`config.mk`:
```
export PLATFORM = sky130hd
export DESIGN_NAME = three_axis_moving_average
export DESIGN_NICKNAME = d
export VERILOG_FILES = /design/src/tama_pkg.sv /design/src/tama_ram.sv /design/src/three_axis_moving_average.sv
export SDC_FILE = /design/constraint.sdc
export NUM_CORES = 1
export LEC_CHECK = 0
export ABC_CLOCK_PERIOD_IN_PS = 7050
export BUFFER_PORTS_ARGS = -buffer_cell sky130_fd_sc_hd__buf_2
export CORE_MARGIN = 1.5
export CORE_UTILIZATION = 63
export DETAILED_ROUTE_END_ITERATION = 16
export HOLD_SLACK_MARGIN = 0.15
export PLACE_DENSITY = 0.85
export SLEW_MARGIN = 20
export SYNTH_ARGS = -nofsm -noshare
export SYNTH_HDL_FRONTEND = slang
export SYNTH_HIERARCHICAL = 1
export SYNTH_SLANG_ARGS = --single-unit
```
`constraint.sdc`:
```
create_clock -name clk -period 7.05 [get_ports clk]
set_input_delay 0.705 -clock clk [delete_from_list [all_inputs] [get_ports clk]]
set_output_delay 0.705 -clock clk [all_outputs]
set_load 0.005 [all_outputs]
```
`src/tama_pkg.sv`:
```
package tama_pkg;

  localparam int SAMPLE_W          = 16;
  localparam int MEAN_W            = 20;
  localparam int USED_W            = 4;
  localparam int AXES              = 3;
  localparam int WINDOW_DEFAULT    = 10;
  localparam int FRAC_BITS_DEFAULT = 4;
  localparam int MEAN_MAX          = 524287;
  localparam int MEAN_MIN          = -524288;
  localparam int USED_MAX          = 15;
  localparam int IN_DATA_W         = 48;
  localparam int OUT_DATA_W        = 64;

endpackage

```
`src/tama_ram.sv`:
```
module tama_ram import tama_pkg::*; #(
  parameter int WIDTH = IN_DATA_W,
  parameter int DEPTH = WINDOW_DEFAULT
) (
  input  logic                                   clk,
  input  logic                                   wr_en,
  input  logic [(DEPTH > 1 ? $clog2(DEPTH) : 1)-1:0] wr_addr,
  input  logic [WIDTH-1:0]                       wr_data,
  input  logic [(DEPTH > 1 ? $clog2(DEPTH) : 1)-1:0] rd_addr,
  output logic [WIDTH-1:0]                       rd_data
);

  logic [WIDTH-1:0] mem [DEPTH];

  always_ff @(posedge clk) begin
    if (wr_en) begin
      mem[wr_addr] <= wr_data;
    end
    rd_data <= mem[rd_addr];
  end

endmodule

```
`src/three_axis_moving_average.sv`:
```
// three-axis moving average over the last WINDOW samples
//
// input stream s_*: one transfer carries one sample triple (x, y, z), each a
// signed 16-bit reading. output stream m_*: one transfer per input transfer,
// carrying the three window means with FRAC_BITS fraction bits (truncated
// toward zero, saturated to 20 bits) and the number of samples averaged.
//
// each item goes from the input transfer through a ring read and a division
// of QW quotient bits to the output register, where QW = 17 + clog2(WINDOW) +
// FRAC_BITS (25 for the default window of 10 and four fraction bits). the
// next input transfer is taken once the output register is loaded. the
// restoring divider develops one quotient bit per cycle on all three
// axes at once. one item is in work at a time; s_tready is high only while idle.
//
// a finished result sits in the output register; a new sample is taken
// while it waits, and the next result is held back until m_tready takes the
// pending one. reset (rst, synchronous) clears the sums, the slot pointer and
// the fill count, so the first results average fewer samples; the ring
// contents need no clearing since an entry is read only after it is written.
module three_axis_moving_average import tama_pkg::*; #(
  parameter int WINDOW    = WINDOW_DEFAULT,
  parameter int FRAC_BITS = FRAC_BITS_DEFAULT
) (
  input  logic                  clk,
  input  logic                  rst,
  input  logic                  s_tvalid,
  output logic                  s_tready,
  input  logic [IN_DATA_W-1:0]  s_tdata,   // sample_x, sample_y, sample_z
  output logic                  m_tvalid,
  input  logic                  m_tready,
  output logic [OUT_DATA_W-1:0] m_tdata    // mean_x, mean_y, mean_z, samples_used
);

  localparam int SLOT_W = WINDOW > 1 ? $clog2(WINDOW) : 1;
  localparam int CNT_W  = $clog2(WINDOW + 1);
  localparam int SUM_W  = SAMPLE_W + 1 + $clog2(WINDOW);
  localparam int QW     = SUM_W + FRAC_BITS;
  localparam int BIT_W  = $clog2(QW + 1);

  typedef enum logic [1:0] {
    ST_IDLE,
    ST_READ,
    ST_DIV,
    ST_OUT
  } state_t;

  state_t                state;
  logic [SLOT_W-1:0]     slot;
  logic [CNT_W-1:0]      count;
  logic signed [SUM_W-1:0] sum [AXES];
  logic [IN_DATA_W-1:0]  sample;
  logic [QW-1:0]         dvd [AXES];
  logic [CNT_W-1:0]      rem [AXES];
  logic                  neg [AXES];
  logic [BIT_W-1:0]      bit_cnt;

  logic [IN_DATA_W-1:0]  old_data;
  logic                  full;
  logic                  ram_wr;
  logic signed [SUM_W-1:0] sum_next [AXES];
  logic signed [QW-1:0]  scaled [AXES];
  logic [QW-1:0]         mag [AXES];
  logic [CNT_W:0]        trial [AXES];
  logic                  ge [AXES];
  logic [CNT_W-1:0]      rem_next [AXES];
  logic signed [QW:0]    quot [AXES];
  logic [MEAN_W-1:0]     mean [AXES];
  logic [USED_W-1:0]     used;
  logic [SLOT_W-1:0]     slot_next;
  logic [CNT_W-1:0]      count_next;

  assign s_tready = (state == ST_IDLE);
  assign full     = (count == CNT_W'(WINDOW));
  assign ram_wr   = (state == ST_READ);

  tama_ram #(
    .WIDTH(IN_DATA_W),
    .DEPTH(WINDOW)
  ) u_ring (
    .clk    (clk),
    .wr_en  (ram_wr),
    .wr_addr(slot),
    .wr_data(sample),
    .rd_addr(slot),
    .rd_data(old_data)
  );

  assign slot_next  = (slot == SLOT_W'(WINDOW - 1)) ? '0 : slot + SLOT_W'(1);
  assign count_next = full ? count : count + CNT_W'(1);
  assign used       = (32'(count) > USED_MAX) ? USED_W'(USED_MAX) : USED_W'(count);

  always_comb begin
    for (int a = 0; a < AXES; a++) begin
      sum_next[a] = sum[a]
                  - (full ? SUM_W'($signed(old_data[a*SAMPLE_W +: SAMPLE_W])) : '0)
                  + SUM_W'($signed(sample[a*SAMPLE_W +: SAMPLE_W]));
      scaled[a]   = QW'(sum_next[a]) <<< FRAC_BITS;
      mag[a]      = scaled[a][QW-1] ? QW'(-scaled[a]) : QW'(scaled[a]);
      trial[a]    = {rem[a], dvd[a][QW-1]};
      ge[a]       = (trial[a] >= {1'b0, count});
      rem_next[a] = ge[a] ? CNT_W'(trial[a] - {1'b0, count}) : trial[a][CNT_W-1:0];
      quot[a]     = neg[a] ? -$signed({1'b0, dvd[a]}) : $signed({1'b0, dvd[a]});
      if (quot[a] > (QW + 1)'(MEAN_MAX)) begin
        mean[a] = MEAN_W'(MEAN_MAX);
      end else if (quot[a] < (QW + 1)'(MEAN_MIN)) begin
        mean[a] = MEAN_W'(MEAN_MIN);
      end else begin
        mean[a] = quot[a][MEAN_W-1:0];
      end
    end
  end

  always_ff @(posedge clk) begin
    if (rst) begin
      state    <= ST_IDLE;
      slot     <= '0;
      count    <= '0;
      bit_cnt  <= '0;
      m_tvalid <= 1'b0;
      for (int a = 0; a < AXES; a++) begin
        sum[a] <= '0;
      end
    end else begin
      if (m_tvalid && m_tready && state != ST_OUT) begin
        m_tvalid <= 1'b0;
      end
      case (state)
        ST_IDLE: begin
          if (s_tvalid) begin
            sample <= s_tdata;
            state  <= ST_READ;
          end
        end
        ST_READ: begin
          for (int a = 0; a < AXES; a++) begin
            sum[a] <= sum_next[a];
            dvd[a] <= mag[a];
            neg[a] <= scaled[a][QW-1];
            rem[a] <= '0;
          end
          slot    <= slot_next;
          count   <= count_next;
          bit_cnt <= '0;
          state   <= ST_DIV;
        end
        ST_DIV: begin
          for (int a = 0; a < AXES; a++) begin
            rem[a] <= rem_next[a];
            dvd[a] <= {dvd[a][QW-2:0], ge[a]};
          end
          bit_cnt <= bit_cnt + BIT_W'(1);
          if (bit_cnt == BIT_W'(QW - 1)) begin
            state <= ST_OUT;
          end
        end
        ST_OUT: begin
          if (!m_tvalid || m_tready) begin
            m_tdata  <= {used, mean[2], mean[1], mean[0]};
            m_tvalid <= 1'b1;
            state    <= ST_IDLE;
          end
        end
        default: begin
          state <= ST_IDLE;
        end
      endcase
    end
  end

`ifndef SYNTHESIS
  a_count_range: assert property (@(posedge clk) disable iff (rst)
    count <= CNT_W'(WINDOW)) else $error("fill count beyond window");

  a_slot_range: assert property (@(posedge clk) disable iff (rst)
    slot <= SLOT_W'(WINDOW - 1)) else $error("slot pointer beyond window");

  a_accept_read: assert property (@(posedge clk) disable iff (rst)
    s_tvalid && s_tready |=> state == ST_READ && !s_tready)
    else $error("accepted sample not followed by ring read");

  a_count_moves: assert property (@(posedge clk) disable iff (rst)
    state == ST_READ && !full |=> count == $past(count) + CNT_W'(1))
    else $error("fill count did not advance during first pass");
`endif

endmodule
```
# Word level (Yosys, flattened, before mapping)
# Memory sizes are Yosys's and may differ from the RTL's. A register that Yosys moved wholly into a read port is not among the register bits.
# Cells that the tools add are included.
dict set report totals {
  ff_bits 128
  ram_bits 633
  memories 5
}
# name depth width rd rd_clocked_by_memory_dff write_ports line_no
set memory_table {}
lappend memory_table {u_ring.mem 10 48 1 1 1 tama_ram.sv:13} ;# logic [WIDTH-1:0] mem [DEPTH];
lappend memory_table {dvd 3 25 3 0 3 three_axis_moving_average.sv:52} ;# logic [QW-1:0] dvd [AXES];
lappend memory_table {sum 3 21 3 0 3 three_axis_moving_average.sv:50} ;# logic signed [SUM_W-1:0] sum [AXES];
lappend memory_table {rem 3 4 3 0 3 three_axis_moving_average.sv:53} ;# logic [CNT_W-1:0] rem [AXES];
lappend memory_table {neg 3 1 3 0 3 three_axis_moving_average.sv:54} ;# logic neg [AXES];
dict set report op_classes {
  addsub 18
  n_lt_le_gt_ge 9
  eq_ne 10
  mux 42
  n_bitwise 11
  reduce_logical 10
}
# operator count
set ops {}
lappend ops {{2-to-1 mux 25 bit} 6}
lappend ops {{2-to-1 mux 21 bit} 6}
lappend ops {{> comparator 26 x 20 -> 1 bit (second input constant)} 3}
lappend ops {{less-than comparator 26 x 20 -> 1 bit (second input constant)} 3}
lappend ops {{2-to-1 mux 26 bit} 3}
lappend ops {{negation 25 -> 26 bit} 3}
lappend ops {{negation 25 bit} 3}
lappend ops {{adder 21 bit} 3}
lappend ops {{subtractor 21 bit} 3}
lappend ops {{2-to-1 mux 20 bit} 3}
lappend ops {{2-to-1 mux 4 bit} 7}
lappend ops {{>= comparator 5 x 4 -> 1 bit} 3}
lappend ops {{2-to-1 mux 1 bit} 12}
lappend ops {{subtractor 4 bit} 3}
lappend ops {{one-hot mux 5 bit (2 select lines)} 1}
lappend ops {{OR 1 bit} 9}
lappend ops {{AND reduction 3 bit} 3}
lappend ops {{adder 4 x 1 -> 4 bit (second input constant)} 2}
lappend ops {{== test 4 bit (second input constant)} 2}
lappend ops {{inequality test 2 bit (second input constant)} 4}
lappend ops {{one-hot mux 2 bit (4 select lines)} 1}
lappend ops {{2-to-1 mux 2 bit} 3}
lappend ops {{adder 5 x 1 -> 5 bit (second input constant)} 1}
lappend ops {{== test 5 bit (second input constant)} 1}
lappend ops {{9 further kinds} 12}

# Longest topological paths before layout
dict set report depth {
  word_depth 7
  mapped_depth 21
  mapped_depth_nobuf 19
}

# Cells and area by module
# The synthesis kept the hierarchy.
# mod instances cells_each area_each_um2 seq_area_each_um2
set modules_own_cells {}
lappend modules_own_cells {tama_ram 1 1038 19711.4 15374.7}
lappend modules_own_cells {three_axis_moving_average 1 2034 19556.3 8277.9}

# Least setup slack after synthesis
# OpenSTA, ideal clock, no wires.
dict set report synth_timing {
  path_kind {input -> register}
  start {in rst}
  end {reg m_tdata[0] (enable)}
  setup_ns 0.578
  t_arrival_ns 5.616
  required_ns 6.472
  path_slack_ns 0.856
  cell_stages 2
  path_buffers 1
  cell_sequence {clkbuf_1 nor3b_1}
}
dict set report synth_via {
  elab_chain_len 2
}
# element line_no
set synth_lines {}
lappend synth_lines {{from (decl)} three_axis_moving_average.sv:25} ;# input logic rst,
lappend synth_lines {{NOT 1 bit (no line)} --}
lappend synth_lines {{AND reduction 3 bit (no line)} --}
lappend synth_lines {{to (signal assigned)} three_axis_moving_average.sv:158} ;# m_tdata <= {used, mean[2], mean[1], mean[0]};
lappend synth_lines {{to (decl)} three_axis_moving_average.sv:31} ;# output logic [OUT_DATA_W-1:0] m_tdata
# No other way between the ends.
# A chain may end at the register's enable or synchronous reset.

==> flow_summary.json <==
{
  "drc_errors": 0,
  "end_kind": "flop",
  "globalRouteTotalUtil_pct": 27.8,
  "min_path_type": "primary input to flop",
  "synth_area_um2": 39300,
  "die_w_um": 253,
  "cp.required_ns": 7.39,
  "ys_warn_count": 6,
  "clk_path_buf_depth": 3,
  "synth_flop_cell": "edfxtp_1",
  "power.total_mw": 21.2,
  "numClockSinks": 809,
  "seq_area_frac_synth_pct": 60.2,
  "root_buffer": "clkbuf_16",
  "dp_cells": 3920,
  "drive_above_1_share_pct": 14.5,
  "async_reset_ff_share_pct": 0,
  "finalMaxSlewViolations": 0,
  "setup_ws_ns": 1.45,
  "drt_first_pass_iters": 5,
  "syn_avg_cell_area_um2": 12.8,
  "first_iter_violations": 2496,
  "finalSetupViolations": 0,
  "die-height_um": 253,
  "ant_nets": 0,
  "power.leakage_nw": 15.7,
  "grt_pass1_wl_um": 138000,
  "status": "complete, no violations",
  "grt-ovfl-total": 0,
  "synth_seq_cells": 809,
  "n_fill_cell": 4018,
  "via_count": 25049,
  "cts_buffers": 81,
  "mostFrequentLayoutCells": "edfxtp_1, inv_1, nor2_1",
  "netlist.area_leader.share_pct": 57.0,
  "instances_no_fill": 4073,
  "powerDensity_nw_per_um2": 489,
  "clock_skew_ns": 0.0218,
  "portBuffers": 117,
  "fin_crit_ns": 5.60,
  "syn_nets": 3279,
  "peakVddDrop_mv": 0.274,
  "row_count": 91,
  "arrival_ns": 5.94,
  "start_util_pct": 63.6,
  "fmax_mhz": 179,
  "cp_max_fo": 48,
  "core_region_area_um2": 61700,
  "hold_viol_final": 0,
  "syn_inst": 3072,
  "grt_max_degree": 162,
  "routed_wl_um": 88400,
  "clk_latency_ns": 0.64,
  "via_per_inst": 6.15,
  "cts_max_level": 3,
  "clk_pin_slew_ns": 0.07,
  "tightest_slew_ns": 1.09,
  "postCtsResizedCells": 0,
  "grt_setup_unrepaired": "false",
  "syn2layout_area_growth_pct": 10.6,
  "final_common_cell": "edfxtp_1",
  "synth_edf_count": 745,
  "hold_buffers": 0,
  "slew_headroom_pct": 27.4,
  "io_pins": 118,
  "place_congestion": 0.900,
  "netlist.top_cell.by_area": "edfxtp_1",
  "grt_pass1_vias": 24680,
  "criticalPathCategory": "flop to flop",
  "antenna_found_initial": 2,
  "cts_tree": "yes",
  "fin_crit_sh_pct": 79.4,
  "setup_tns_ns": 0,
  "utilization_pct": 70.3,
  "cap_violations": 0,
  "crit_path_start_kind": "flop",
  "nNetsFinal": 3373,
  "ys_types": 81,
  "die-area_um2": 63800,
  "place_ws_ns": 1.51,
  "post-cts-setup-buffers": 0,
  "wire_per_inst_um": 21.7,
  "synth_area_leaders": "edfxtp_1, mux2_2, dfxtp_1",
  "hpwl_um": 53200
}
cells by family (layout without fill, tap and decap cells):
logic type | count (synthesis) | count (layout) | share of synthesized area (%)
multiplexers | 254 | 254 | 6.96
AND/OR/NAND/NOR | 692 | 692 | 8.62
adder cells (fa/ha/maj) | 155 | 155 | 6.14
XOR/XNOR | 167 | 167 | 3.72
AO/OA/AOI/OAI | 590 | 590 | 9.94
other | 0 | 1 | 0
buffers and inverters | 405 | 568 | 4.37
flip-flops | 809 | 809 | 60.2
power by group:
part | internal [mW] | total, mW | switching (mW)
combinational | 3.72 | 9.28 | 5.56
clock | 2.67 | 4.55 | 1.87
sequential | 6.69 | 7.41 | 0.718
critical path: stages, from the launching register on:
cell and delay (ns):
dfxtp_1 0.59, ha_1 0.25, and3_1 0.18, buf_4 0.40, and2_1 0.23, fa_1 0.47, inv_1 0.08, ha_1 0.22
a211oi_1 0.40, o21ai_0 0.37, a31oi_1 0.34, xnor2_1 0.17, a311o_1 0.34, a2111oi_0 0.74, a41oi_1 0.23, xor2_1 0.18
a21oi_1 0.08
cells in the mapped netlist, drive strengths merged (5+ instances only):
cell type and instances:
a211o 10, nand2 164, o41ai 11, a211oi 19, nand3 45, mux2i 104
nand4 18, xnor2 58, ha 92, o21a 13, a21o 18, or2 10
nor2b 18, and3 14, nand2b 22, clkbuf 90, a31oi 24, nor3b 11
inv 272, a311oi 7, mux2 150, edfxtp 745, o21ai 125, fa 63
and2 74, o31ai 73, o211ai 20, o21bai 6, nor4 11, or3 18
xor2 109, nor3 33, nor2 216, or4 19, o22ai 49, a41oi 5
o31a 5, a22o 49, dfxtp 64, a21oi 117, buf 42
cell type report:
| class | instances | area (µm²) | share of cell area (%) |
|---|---|---|---|
| Tap cell | 837 | 1050 | 2.41 |
| Inverter | 273 | 1020 | 2.36 |
| Multi-Input combinational cell | 1858 | 14000 | 32.3 |
| Timing Repair Buffer | 143 | 793 | 1.83 |
| Sequential cell | 809 | 23700 | 54.5 |
| Clock inverter | 41 | 552 | 1.27 |
| Antenna cell | 1 | 2.50 | 0.00576 |
| Clock buffer | 111 | 2290 | 5.28 |
worst paths after layout:
check | to | cells after the start | start | slack (ns)
worst max register to register | dvd[0][73] | 16 | count[1] | 1.45
worst min register to register | m_tdata[63] | 0 | count[3] | 0.51
worst min-delay path | sample[25] | 1 | s_tdata[25] | 0.24
worst max-delay path | dvd[0][73] | 16 | count[1] | 1.45
per-layer routing:
metal | global-route usage [%] | vias to the layer above | wire, µm | share of wire [%]
li1 | - | 11454 | - | -
met1 | 39.6 | 12150 | 37300 | 42
met2 | 43.8 | 1240 | 41500 | 47
met3 | 4.02 | 203 | 7090 | 8.0
met4 | 10.3 | 2 | 2450 | 2.8
met5 | 0 | - | 11 | 0.012
registers in the layout, indices dropped and copies added (netlist names):
signal / cells
state: 2
dvd: 75
sample: 48
u_ring/rd_data: 48
m_tvalid: 1
rem: 12
m_tdata: 64
sum: 63
neg: 3
slot: 4
bit_cnt: 5
u_ring/mem: 480
count: 4
per-stage QoR:
| stage | cell area, µm² | hold WS, ns |
|---|---|---|
| global placement | 40600 | 0.450 |
| global route | 43400 | 0.214 |
| detailed placement | 40600 | 0.484 |
| floorplan | 39300 | 0.430 |
| CTS | 43400 | 0.201 |
| finish | 43400 | 0.236 |
Power figures use the tool's default switching activity.
